### src/tle_pkg.sv
// types and constants shared by the tour length evaluator
package tle_pkg;

	localparam int CITY_W  = 7;
	localparam int COORD_W = 10;
	localparam int LEN_W   = 18;
	localparam int RAD_W   = 21;
	localparam int ROOT_W  = 11;

	localparam logic [LEN_W-1:0] SUM_MAX = {LEN_W{1'b1}};

	typedef enum logic {
		OP_LOAD = 1'b0,
		OP_TOUR = 1'b1
	} op_t;

	typedef enum logic [6:0] {
		S_IDLE  = 7'b0000001,
		S_FETCH = 7'b0000010,
		S_SQX   = 7'b0000100,
		S_SQY   = 7'b0001000,
		S_ROOT  = 7'b0010000,
		S_ACC   = 7'b0100000,
		S_DONE  = 7'b1000000
	} state_t;

endpackage

### src/tour_length_evaluator_top.sv
// closed-tour length evaluator: point table, shared square and bit-serial square root
// a load item with an in-range city writes the point table; a tour item that is not last runs a table read,
// two squares on one multiplier, 11 root steps, sum; a tour's first item only reads
// a last tour item runs its own edge, then the closing edge, then shows the tour's result;
// a one-city tour runs none; a result held by the receiver keeps the next one waiting
// reset clears the sequencer, tour state and sum; the point table is not cleared
module tour_length_evaluator_top #(
	parameter int MAX_CITIES = 128
) (
	input  logic                          clk,
	input  logic                          arst_n,
	input  logic                          item_valid,
	output logic                          item_stall,
	input  logic                          operation,
	input  logic [tle_pkg::CITY_W-1:0]    city,
	input  logic [tle_pkg::COORD_W-1:0]   x_coord,
	input  logic [tle_pkg::COORD_W-1:0]   y_coord,
	input  logic                          last,
	output logic                          result_valid,
	input  logic                          result_stall,
	output logic [tle_pkg::LEN_W-1:0]     tour_length
);
	import tle_pkg::*;

	localparam int AW = $clog2(MAX_CITIES);

	state_t state_q;

	logic [2*COORD_W-1:0] mem [MAX_CITIES];
	logic [2*COORD_W-1:0] rd_q;
	logic                 in_range_q;
	logic                 last_q;
	logic                 closed_q;
	logic                 in_tour_q;

	logic [COORD_W-1:0] first_x_q, first_y_q, prev_x_q, prev_y_q;
	logic [COORD_W-1:0] ax_q, ay_q, bx_q, by_q;
	logic [LEN_W-1:0]   sum_q;
	logic [RAD_W-1:0]   sq_q, v_q, root_q, bit_q;
	logic               out_valid_q;
	logic [LEN_W-1:0]   out_len_q;

	logic               item_acc, load_acc, tour_acc, in_range;
	logic [AW+CITY_W-1:0] city_ext;
	logic [AW-1:0]      addr;
	logic [COORD_W-1:0] cur_x, cur_y, dx, dy, mul_op;
	logic [2*COORD_W-1:0] mul_res;
	logic [RAD_W:0]     trial;
	logic [LEN_W:0]     sum_add;
	logic               out_free;

	assign item_stall   = (state_q != S_IDLE);
	assign item_acc     = item_valid && !item_stall;
	assign load_acc     = item_acc && (operation == OP_LOAD);
	assign tour_acc     = item_acc && (operation == OP_TOUR);
	assign city_ext     = {{AW{1'b0}}, city};
	assign addr         = city_ext[AW-1:0];
	assign in_range     = (32'(city) < MAX_CITIES);

	assign cur_x = in_range_q ? rd_q[2*COORD_W-1:COORD_W] : '0;
	assign cur_y = in_range_q ? rd_q[COORD_W-1:0] : '0;

	assign dx      = (ax_q > bx_q) ? (ax_q - bx_q) : (bx_q - ax_q);
	assign dy      = (ay_q > by_q) ? (ay_q - by_q) : (by_q - ay_q);
	// one multiplier squares dx, then dy in the following cycle
	assign mul_op  = (state_q == S_SQX) ? dx : dy;
	assign mul_res = mul_op * mul_op;

	assign trial   = {1'b0, root_q} + {1'b0, bit_q};
	assign sum_add = {1'b0, sum_q} + (LEN_W+1)'(root_q[ROOT_W-1:0]);
	assign out_free = !out_valid_q || !result_stall;

	assign result_valid = out_valid_q;
	assign tour_length  = out_len_q;

	always_ff @(posedge clk) begin
		if (load_acc && in_range) begin
			mem[addr] <= {x_coord, y_coord};
		end
		if (tour_acc) begin
			rd_q <= mem[addr];
		end
	end

	always_ff @(posedge clk or negedge arst_n) begin
		if (!arst_n) begin
			state_q     <= S_IDLE;
			in_range_q  <= 1'b0;
			last_q      <= 1'b0;
			closed_q    <= 1'b0;
			in_tour_q   <= 1'b0;
			first_x_q   <= '0;
			first_y_q   <= '0;
			prev_x_q    <= '0;
			prev_y_q    <= '0;
			sum_q       <= '0;
			out_valid_q <= 1'b0;
		end else begin
			// the result stage reloads the output register itself
			if (out_valid_q && !result_stall && (state_q != S_DONE)) begin
				out_valid_q <= 1'b0;
			end
			unique case (state_q)
				S_IDLE: begin
					if (tour_acc) begin
						in_range_q <= in_range;
						last_q     <= last;
						closed_q   <= 1'b0;
						state_q    <= S_FETCH;
					end
				end
				S_FETCH: begin
					prev_x_q <= cur_x;
					prev_y_q <= cur_y;
					if (!in_tour_q) begin
						// first city of a tour adds no edge
						first_x_q <= cur_x;
						first_y_q <= cur_y;
						sum_q     <= '0;
						in_tour_q <= 1'b1;
						state_q   <= last_q ? S_DONE : S_IDLE;
					end else begin
						ax_q    <= prev_x_q;
						ay_q    <= prev_y_q;
						bx_q    <= cur_x;
						by_q    <= cur_y;
						state_q <= S_SQX;
					end
				end
				S_SQX: begin
					sq_q    <= RAD_W'(mul_res);
					state_q <= S_SQY;
				end
				S_SQY: begin
					v_q     <= sq_q + RAD_W'(mul_res);
					root_q  <= '0;
					bit_q   <= RAD_W'(1) << (RAD_W - 1);
					state_q <= S_ROOT;
				end
				S_ROOT: begin
					if ({1'b0, v_q} >= trial) begin
						v_q    <= v_q - trial[RAD_W-1:0];
						root_q <= (root_q >> 1) + bit_q;
					end else begin
						root_q <= root_q >> 1;
					end
					bit_q <= bit_q >> 2;
					if (bit_q[0]) begin
						state_q <= S_ACC;
					end
				end
				S_ACC: begin
					sum_q <= (sum_add > {1'b0, SUM_MAX}) ? SUM_MAX : sum_add[LEN_W-1:0];
					if (last_q && !closed_q) begin
						// closing edge back to the first city
						ax_q     <= prev_x_q;
						ay_q     <= prev_y_q;
						bx_q     <= first_x_q;
						by_q     <= first_y_q;
						closed_q <= 1'b1;
						state_q  <= S_SQX;
					end else begin
						state_q <= last_q ? S_DONE : S_IDLE;
					end
				end
				S_DONE: begin
					if (out_free) begin
						out_len_q   <= sum_q;
						out_valid_q <= 1'b1;
						sum_q       <= '0;
						in_tour_q   <= 1'b0;
						state_q     <= S_IDLE;
					end
				end
				default: begin
					state_q <= S_IDLE;
				end
			endcase
		end
	end

	a_root_bit_onehot: assert property (@(posedge clk) disable iff (!arst_n)
		(state_q == S_ROOT) |-> $onehot(bit_q))
		else $error("root step bit is not a single bit");

	a_root_fits: assert property (@(posedge clk) disable iff (!arst_n)
		(state_q == S_ACC) |-> (root_q[RAD_W-1:ROOT_W] == '0))
		else $error("edge length wider than root width");

	a_done_needs_last: assert property (@(posedge clk) disable iff (!arst_n)
		(state_q == S_DONE) |-> (last_q && in_tour_q))
		else $error("result stage reached without a last item in a tour");

	a_tour_fetch: assert property (@(posedge clk) disable iff (!arst_n)
		tour_acc |=> (state_q == S_FETCH))
		else $error("tour item not followed by table read");

	a_result_source: assert property (@(posedge clk) disable iff (!arst_n)
		$rose(out_valid_q) |-> ($past(state_q) == S_DONE))
		else $error("result appeared outside result stage");

endmodule
### config.mk
export PLATFORM = sky130hd
export DESIGN_NAME = tour_length_evaluator_top
export DESIGN_NICKNAME = d
export VERILOG_FILES = /design/src/tle_pkg.sv /design/src/tour_length_evaluator_top.sv
export SDC_FILE = /design/constraint.sdc
export NUM_CORES = 2
export LEC_CHECK = 0
export BUFFER_PORTS_ARGS = -buffer_cell sky130_fd_sc_hd__buf_2
export CORE_UTILIZATION = 50
export CTS_BUF_LIST = sky130_fd_sc_hd__clkbuf_8
export DETAILED_ROUTE_END_ITERATION = 10
export PLACE_DENSITY = 0.74
export SLEW_MARGIN = 20
export SYNTH_ARGS = -nofsm -noshare
export SYNTH_HDL_FRONTEND = slang
export SYNTH_SLANG_ARGS = --single-unit
export TNS_END_PERCENT = 100
### constraint.sdc
create_clock -name clk -period 12.7 [get_ports clk]
set_input_delay 1.905 -clock clk [delete_from_list [all_inputs] [get_ports clk]]
set_output_delay 1.905 -clock clk [all_outputs]
set_load 0.05 [all_outputs]
# Word level (Yosys, flattened, before mapping)

Memory sizes are Yosys's and may differ from the RTL's. A register that Yosys moved wholly into a read port is not among the register bits.
Index checks and enable logic that the tools add are counted.

Bits in registers: 211
Memory bits (writable): 2560
Output and inout bits: 20
Word-level logic and storage cells: 123
Memories: 1

Add/sub/neg operators: 9
Multipliers: 1
$lt $le $gt $ge: 4
Eq/ne operators: 16
Mux-type cells: 43
Bitwise gates (word level): 2
Reductions and logical operators: 27

Memory list:

| name | words | bits a word | read ports | clocked after Yosys merged registers in | wr ports | RTL line                        | text |
|---|---|---|---|---|---|---|---|
| mem  | 128   | 20          | 1          | 1                                       | 1        | tour_length_evaluator_top.sv:29 | `logic [2*COORD_W-1:0] mem [MAX_CITIES];` |

Operators by type and width:

| cell                   | number |
|---|---|
| $mux W10               | 13 |
| $pmux W21 S2           | 3 |
| $pmux W10 S2           | 4 |
| $mux W18               | 3 |
| $pmux W18 S3           | 1 |
| $pmux W7 S7            | 1 |
| $mux W21               | 2 |
| $mux W7                | 6 |
| $sub A10 B10 Y10       | 4 |
| $add A21 B21 Y22       | 1 |
| $ge A21 B22 Y1         | 1 |
| $add A20 B20 Y21       | 1 |
| $add A20 B21 Y21       | 1 |
| $sub A21 B21 Y21       | 1 |
| $gt A10 B10 Y1         | 2 |
| $mul A10 B10 Y20       | 1 |
| $add A18 B11 Y19       | 1 |
| $gt A19 B18 Y1 const B | 1 |
| $reduce_and A3 Y1      | 5 |
| $ne A2 B2 Y1 const B   | 7 |
| $reduce_and A2 Y1      | 5 |
| $mux W1                | 8 |
| $reduce_bool A2 Y1     | 4 |
| $eq A7 B1 Y1 const B   | 1 |
| 15 further kinds       | 25 |

# Longest topological paths before layout

Depth after elaboration: 6
Mapped depth: 43
Mapped depth without buffers: 42

# Worst setup path after synthesis

Ideal clock, no wire load.

Path kind: reg2reg
Start point: register ay_q[0]
End point: register v_q[20], data pin
Setup time: 0.270 ns
Arrival time: 8.490 ns
Slack: 3.941 ns
Cell stages (with the launch flop): 41
Period minus slack after synthesis: 8.759 ns
Cells stage by stage: edfxtp_1 -> inv_1 -> ha_1 -> inv_1 -> fa_1 -> and3_1 -> o2111a_1 -> nor3_4 -> nor2_2 -> or3_1 -> o31ai_1 -> xnor2_1 -> nand2_1 -> nand3_1 -> inv_1 -> fa_1 -> fa_1 -> inv_1 -> [5 not listed] -> inv_1 -> ha_1 -> nand2_1 -> or3_1 -> o31a_2 -> a21oi_1 -> nand2b_1 -> nor4b_1 -> a211o_1 -> ha_1 -> a21o_1 -> a21oi_1 -> o31ai_1 -> nand3_1 -> a21boi_0 -> or4_1 -> a21oi_1 -> a21oi_1

Cells in the longest elaborated chain, start to end: 6
Elaborated cells between the ends (all ways): 8

Ends and longest elaborated chain:

| item                                               | RTL line                         | text |
|---|---|---|
| from (decl)                                        | tour_length_evaluator_top.sv:37  | `logic [COORD_W-1:0] ax_q, ay_q, bx_q, by_q;` |
| from (signal assigned)                             | tour_length_evaluator_top.sv:124 | `ay_q <= prev_y_q;` |
| from (signal assigned)                             | tour_length_evaluator_top.sv:157 | `ay_q <= prev_y_q;` |
| $sub A10 B10 Y10 or $gt A10 B10 Y1 (tied branches) | tour_length_evaluator_top.sv:64  | `assign dy = (ay_q > by_q) ? (ay_q - by_q) : (by_q - ay_q);` |
| $mux W10 *                                         | tour_length_evaluator_top.sv:64  |  |
| $mux W10 *                                         | tour_length_evaluator_top.sv:66  | `assign mul_op = (state_q == S_SQX) ? dx : dy;` |
| $mul A10 B10 Y20 *                                 | tour_length_evaluator_top.sv:67  | `assign mul_res = mul_op * mul_op;` |
| named net mul_res[13]                              | tour_length_evaluator_top.sv:47  | `logic [2*COORD_W-1:0] mul_res;` |
| $add A20 B20 Y21 *                                 | tour_length_evaluator_top.sv:135 | `v_q <= sq_q + RAD_W'(mul_res);` |
| $pmux W21 S2 *                                     | tour_length_evaluator_top.sv:103 | `unique case (state_q)` |
| to (signal assigned)                               | tour_length_evaluator_top.sv:135 |  |
| to (signal assigned)                               | tour_length_evaluator_top.sv:142 | `v_q <= v_q - trial[RAD_W-1:0];` |
| to (decl)                                          | tour_length_evaluator_top.sv:39  | `logic [RAD_W-1:0] sq_q, v_q, root_q, bit_q;` |

Mark *: on every way through the listed nets, which the timed path passes. The rest lies on a longest branch.
A chain may end at the register's enable or synchronous reset.

# Final worst setup path

Start point: register ay_q[0]
End point: register v_q[19], data pin

Same word-level chain as after synthesis.

==> results.txt <==
The layout filler cell count is 15800. The sink count of the clock tree came out at 2780. The final period demand of the worst path is 10.04 ns. The overall routed net length came out at 295 mm. The type of element capturing the critical path is a flip-flop. For the pin with the worst max-slew slack, the measured transition is 1.16 ns. The total negative slack for setup checks came out at 0 ns.

The placeable core region came out at 215000 um2. The final net count came out at 7108. In this run the clock root is driven by a clkbuf_8. At the worst endpoint, the required time is 13.40 ns. The clock buffer count from CTS is 425. In this run the remaining antenna-violating nets after routing total 0. Global routing used 26.6% of the available tracks across all layers.

The mean cell area of the mapped netlist came out at 16.6 um2. On the worst path, the slowest cell contributes a delay of 0.76 ns. The area taken by flip-flops and latches is 83100 um2. The area of the multi-input gates is 23500 um2. The number of non-filler instances in the completed layout is 10000. The combinational fraction of design power came out at 25.0%. The global-route track usage on met1 came out at 34.4%. Setup repair after global routing left no endpoint under its margin. The largest individual stage delay along the critical path comes from the cell o21ai_1. The via count of the first global-routing pass is 63500. The peak supply drop is 0.575 mV. The number of different library cells used by synthesis comes to 87. In the synthesized netlist the dominant register cell turns out to be edfxtp_1. The number of nets in the synthesized netlist is 6781. The count of flip-flops with a built-in enable after synthesis came out at 2710. The share of cells above drive strength 1 came out at 14.0%. The DRC violations left is 0.

The reg-to-reg setup timing slack is 2.66 ns. The via count is 65100. The critical path in this run is classified as flip-flop to flip-flop. TritonCTS built the clock tree.

The number of resized instances in the post-cts repair step is 0. The buffer and inverter count on the worst path came out at 6. The part of the Yosys area used for sequential elements came out at 76.7%. The final count of negative-setup-slack endpoints came out at 0. The weighted congestion reported at the end of routability-driven placement is 0.927.

Net switching is 29.3% of the power. Relative to the synthesized area, the layout overhead comes to 11.7%. The number of design-rule violations left by the first detailed-router iteration is 9099. The gate count after technology mapping is 6535.

The number of pins with negative max-slew slack in the final report is 0. After global routing the overflow that remains totals 0. Port buffering added 52 buffers. Counting along the longest clock path gives a buffer depth of 4. The vertical extent of the die is 468 um.

In this design, the largest share of critical-path delay is due to adder cells. The total leakage power is 39.3 nW. Post-CTS timing repair inserted 0 buffers for setup. The clock arrives with 0.205 ns of skew. During synthesis, Yosys emitted a total of 0 warnings.

The internal power summed over all cells came out at 0.0167 W. The final HPWL from detailed placement came out at 169 mm. The net switching power of the design is 0.00693 W.

The number of antenna violations at the first check in global routing is 15. In the final routed layout, each cell accounts on average for 29.4 um. In the routed layout, each cell is associated on average with a via count of 6.49. The flow ran to the end, and the final reports show no timing, DRC or antenna violations. The tightest min-delay check is of the flip-flop to flip-flop type. The first-pass GRT wire length is 425 mm. Across the run, the number of max-cap violations was 0. The overall power came out at 0.0237 W. The number of synthesized register bits is 2780. During I/O placement, the number of pins put on the boundary was 53. For this configuration, the core starts out at a cell density of 50.4%. The power share of the clock group is 30.1%. The fmax came out at 0.0996 GHz. Global routing consumed, on the met2 layer, 41.5% of the routing resources. The die outline area came out at 219000 um2.

The H-tree was split into 5 levels. The combined area of all synthesized cells came out at 108000 um2. The clock input transition at the sequential cells of the worst setup and hold paths is 0.06 ns. The cell count after placement is 9273. At the later pin of the worst-skew pair, clock insertion delay measures 1.14 ns.

For this design the ratio of total power to cell area is 195 nW/um2. The largest fanout on the critical path is 11. The first-pass iteration count of the detailed router came out at 8. The number of buffers added to fix hold violations after cts came out at 0. The headroom to the max-slew limit is 22.5%. The global-route met3 utilization came out at 6.25%. The largest net degree at the start of global routing came out at 104.

met2 is the most crowded layer. The die is 468 um wide. The sequential cell fraction of total power is 44.9%.

The hold violation count in the final report came out at 0. The fraction of registers with async set or reset after synthesis is 2.52%. Data arrives at the worst endpoint at 10.75 ns. The instance area after placement came out at 113000 um2. Of the available clock period, the critical path in the final layout requires 79.1%. The final standard cell area without fillers is 121000 um2. STA classifies the critical path startpoint as a flip-flop. The row count came out at 170.
==> per-stage QoR <==
step           hold WS (ns)  setup WS, ns  util, %
3_5_place_dp          0.432          2.77     52.6
6_report              0.435          2.66     56.3
4_1_cts               0.438          2.68     56.3
3_3_place_gp          0.434          3.02     52.6
2_1_floorplan         0.425          3.94        -
5_1_grt               0.451          2.08     56.3
==> cell usage in the layout, fill, tap and decap left out, types with 23 or more instances in the layout <==
cell type / n
nor3_1: 23
buf_4: 246
a22oi_1: 840
o21ai_0: 193
inv_1: 253
clkbuf_8: 435
bufinv_16: 27
buf_2: 29
o211ai_1: 35
nor2_2: 132
fa_1: 53
dfrtp_1: 69
nor2_1: 133
nand3_1: 48
nand2_1: 244
ha_1: 160
a22o_1: 225
edfxtp_1: 2710
nor2b_1: 23
clkinv_1: 106
a31oi_1: 170
nand4_1: 174
xor2_1: 51
nor4_1: 26
xnor2_1: 61
a221oi_1: 229
clkinv_2: 55
a21o_1: 29
a21oi_1: 126
==> kinds of logic after synthesis <==
family | Yosys count | synth area share, %
AOI/OAI and AO/OA | 1961 | 13.2
xor gates and xnor gates | 112 | 0.905
adders and majority gates | 213 | 2.83
buffers and inverters | 540 | 2.01
DFF | 2780 | 76.7
muxes | 16 | 0.217
and+or+nand+nor | 913 | 4.11
==> flip-flops by register name (all words and copies together) (netlist names), 11 cells and up <==
register	flops
bit_q	11
v_q	21
tour_length	18
root_q	21
rd_q	20
sq_q	19
mem	2560
sum_q	18
==> power by group through the flow <==
stage | Sequential [W] | Combinational, W | Clock, W
finish | 0.0106 | 0.00592 | 0.00711
global route | 0.0106 | 0.00668 | 0.00754
CTS | 0.0106 | 0.00592 | 0.00717
detailed placement | 0.0108 | 0.00588 | 0
global placement | 0.0108 | 0.00566 | 0
floorplan | 0.0108 | 0.00450 | 0
==> worst register-to-register path, delay by kind of cell, from the launching register on <==
family                     cells  cell delay (ns)
buffers and inverters          6             0.32
adders and majority gates      9             3.77
and+or+nand+nor               12             2.02
AOI/OAI and AO/OA             10             3.09
DFF                            1             0.39
xor gates and xnor gates       1             0.18
==> per-layer routing <==
layer | part of all wire [%] | wire length, um
met1 | 36 | 105000
met2 | 46 | 137000
met3 | 12 | 35500
met4 | 6.1 | 17900
met5 | 0.053 | 157
==> synth_stat cells, drive strengths merged (4+ instances only) <==
library cell / instances / area share [%]
edfxtp: 2710 / 75
a22oi: 840 / 5.8
nor2: 269 / 0.95
nand2: 248 / 0.87
a221oi: 231 / 1.9
a22o: 225 / 1.8
clkbuf: 202 / 0.70
o21ai: 199 / 0.92
buf: 189 / 0.79
nand4: 174 / 1.0
a31oi: 171 / 0.99
ha: 160 / 1.8
inv: 149 / 0.52
a21oi: 127 / 0.59
dfrtp: 69 / 1.6
xnor2: 61 / 0.49
fa: 53 / 0.98
xor2: 51 / 0.41
nand3: 48 / 0.22
o211ai: 36 / 0.25
a21o: 29 / 0.20
nor4: 28 / 0.17
nor3: 26 / 0.14
nor2b: 24 / 0.14
and2: 20 / 0.12
a211oi: 19 / 0.13
and3: 18 / 0.10
nand2b: 13 / 0.075
o21a: 12 / 0.083
o21bai: 11 / 0.076
nor3b: 9 / 0.062
o31ai: 9 / 0.062
mux2i: 8 / 0.085
or4: 8 / 0.055
nand4b: 7 / 0.062
or3: 7 / 0.040
or2: 6 / 0.035
a21boi: 5 / 0.035
a31o: 5 / 0.040
o22ai: 5 / 0.029
a221o: 4 / 0.037
mux2: 4 / 0.048
mux4: 4 / 0.083
o221ai: 4 / 0.032
==> path summary, 6_finish.rpt <==
kind	start	endpoint	cells after the start
max in group asynchronous	arst_n	prev_x_q[7]$_DFFE_PN0P_	2
min reg2reg	sum_q[0]$_DFFE_PN0P_	tour_length[0]$_DFFE_PP_	0
max reg2reg	ay_q[0]$_DFFE_PP_	v_q[19]$_DFFE_PP_	38
max	ay_q[0]$_DFFE_PP_	v_q[19]$_DFFE_PP_	38
min in group asynchronous	arst_n	sum_q[2]$_DFFE_PN0P_	1
min	sum_q[0]$_DFFE_PN0P_	tour_length[0]$_DFFE_PP_	0
==> cell type report <==
type                            instances  area share, %
Antenna cell                            8         0.0165
Clock buffer                          435           4.95
Clock inverter                        309           1.66
Inverter                              149          0.464
Multi-Input combinational cell       3215           19.4
Sequential cell                      2780           68.7
Tap cell                             2838           2.93
Timing Repair Buffer                  291           1.90
Note: power is estimated with default switching activity, not from simulation.
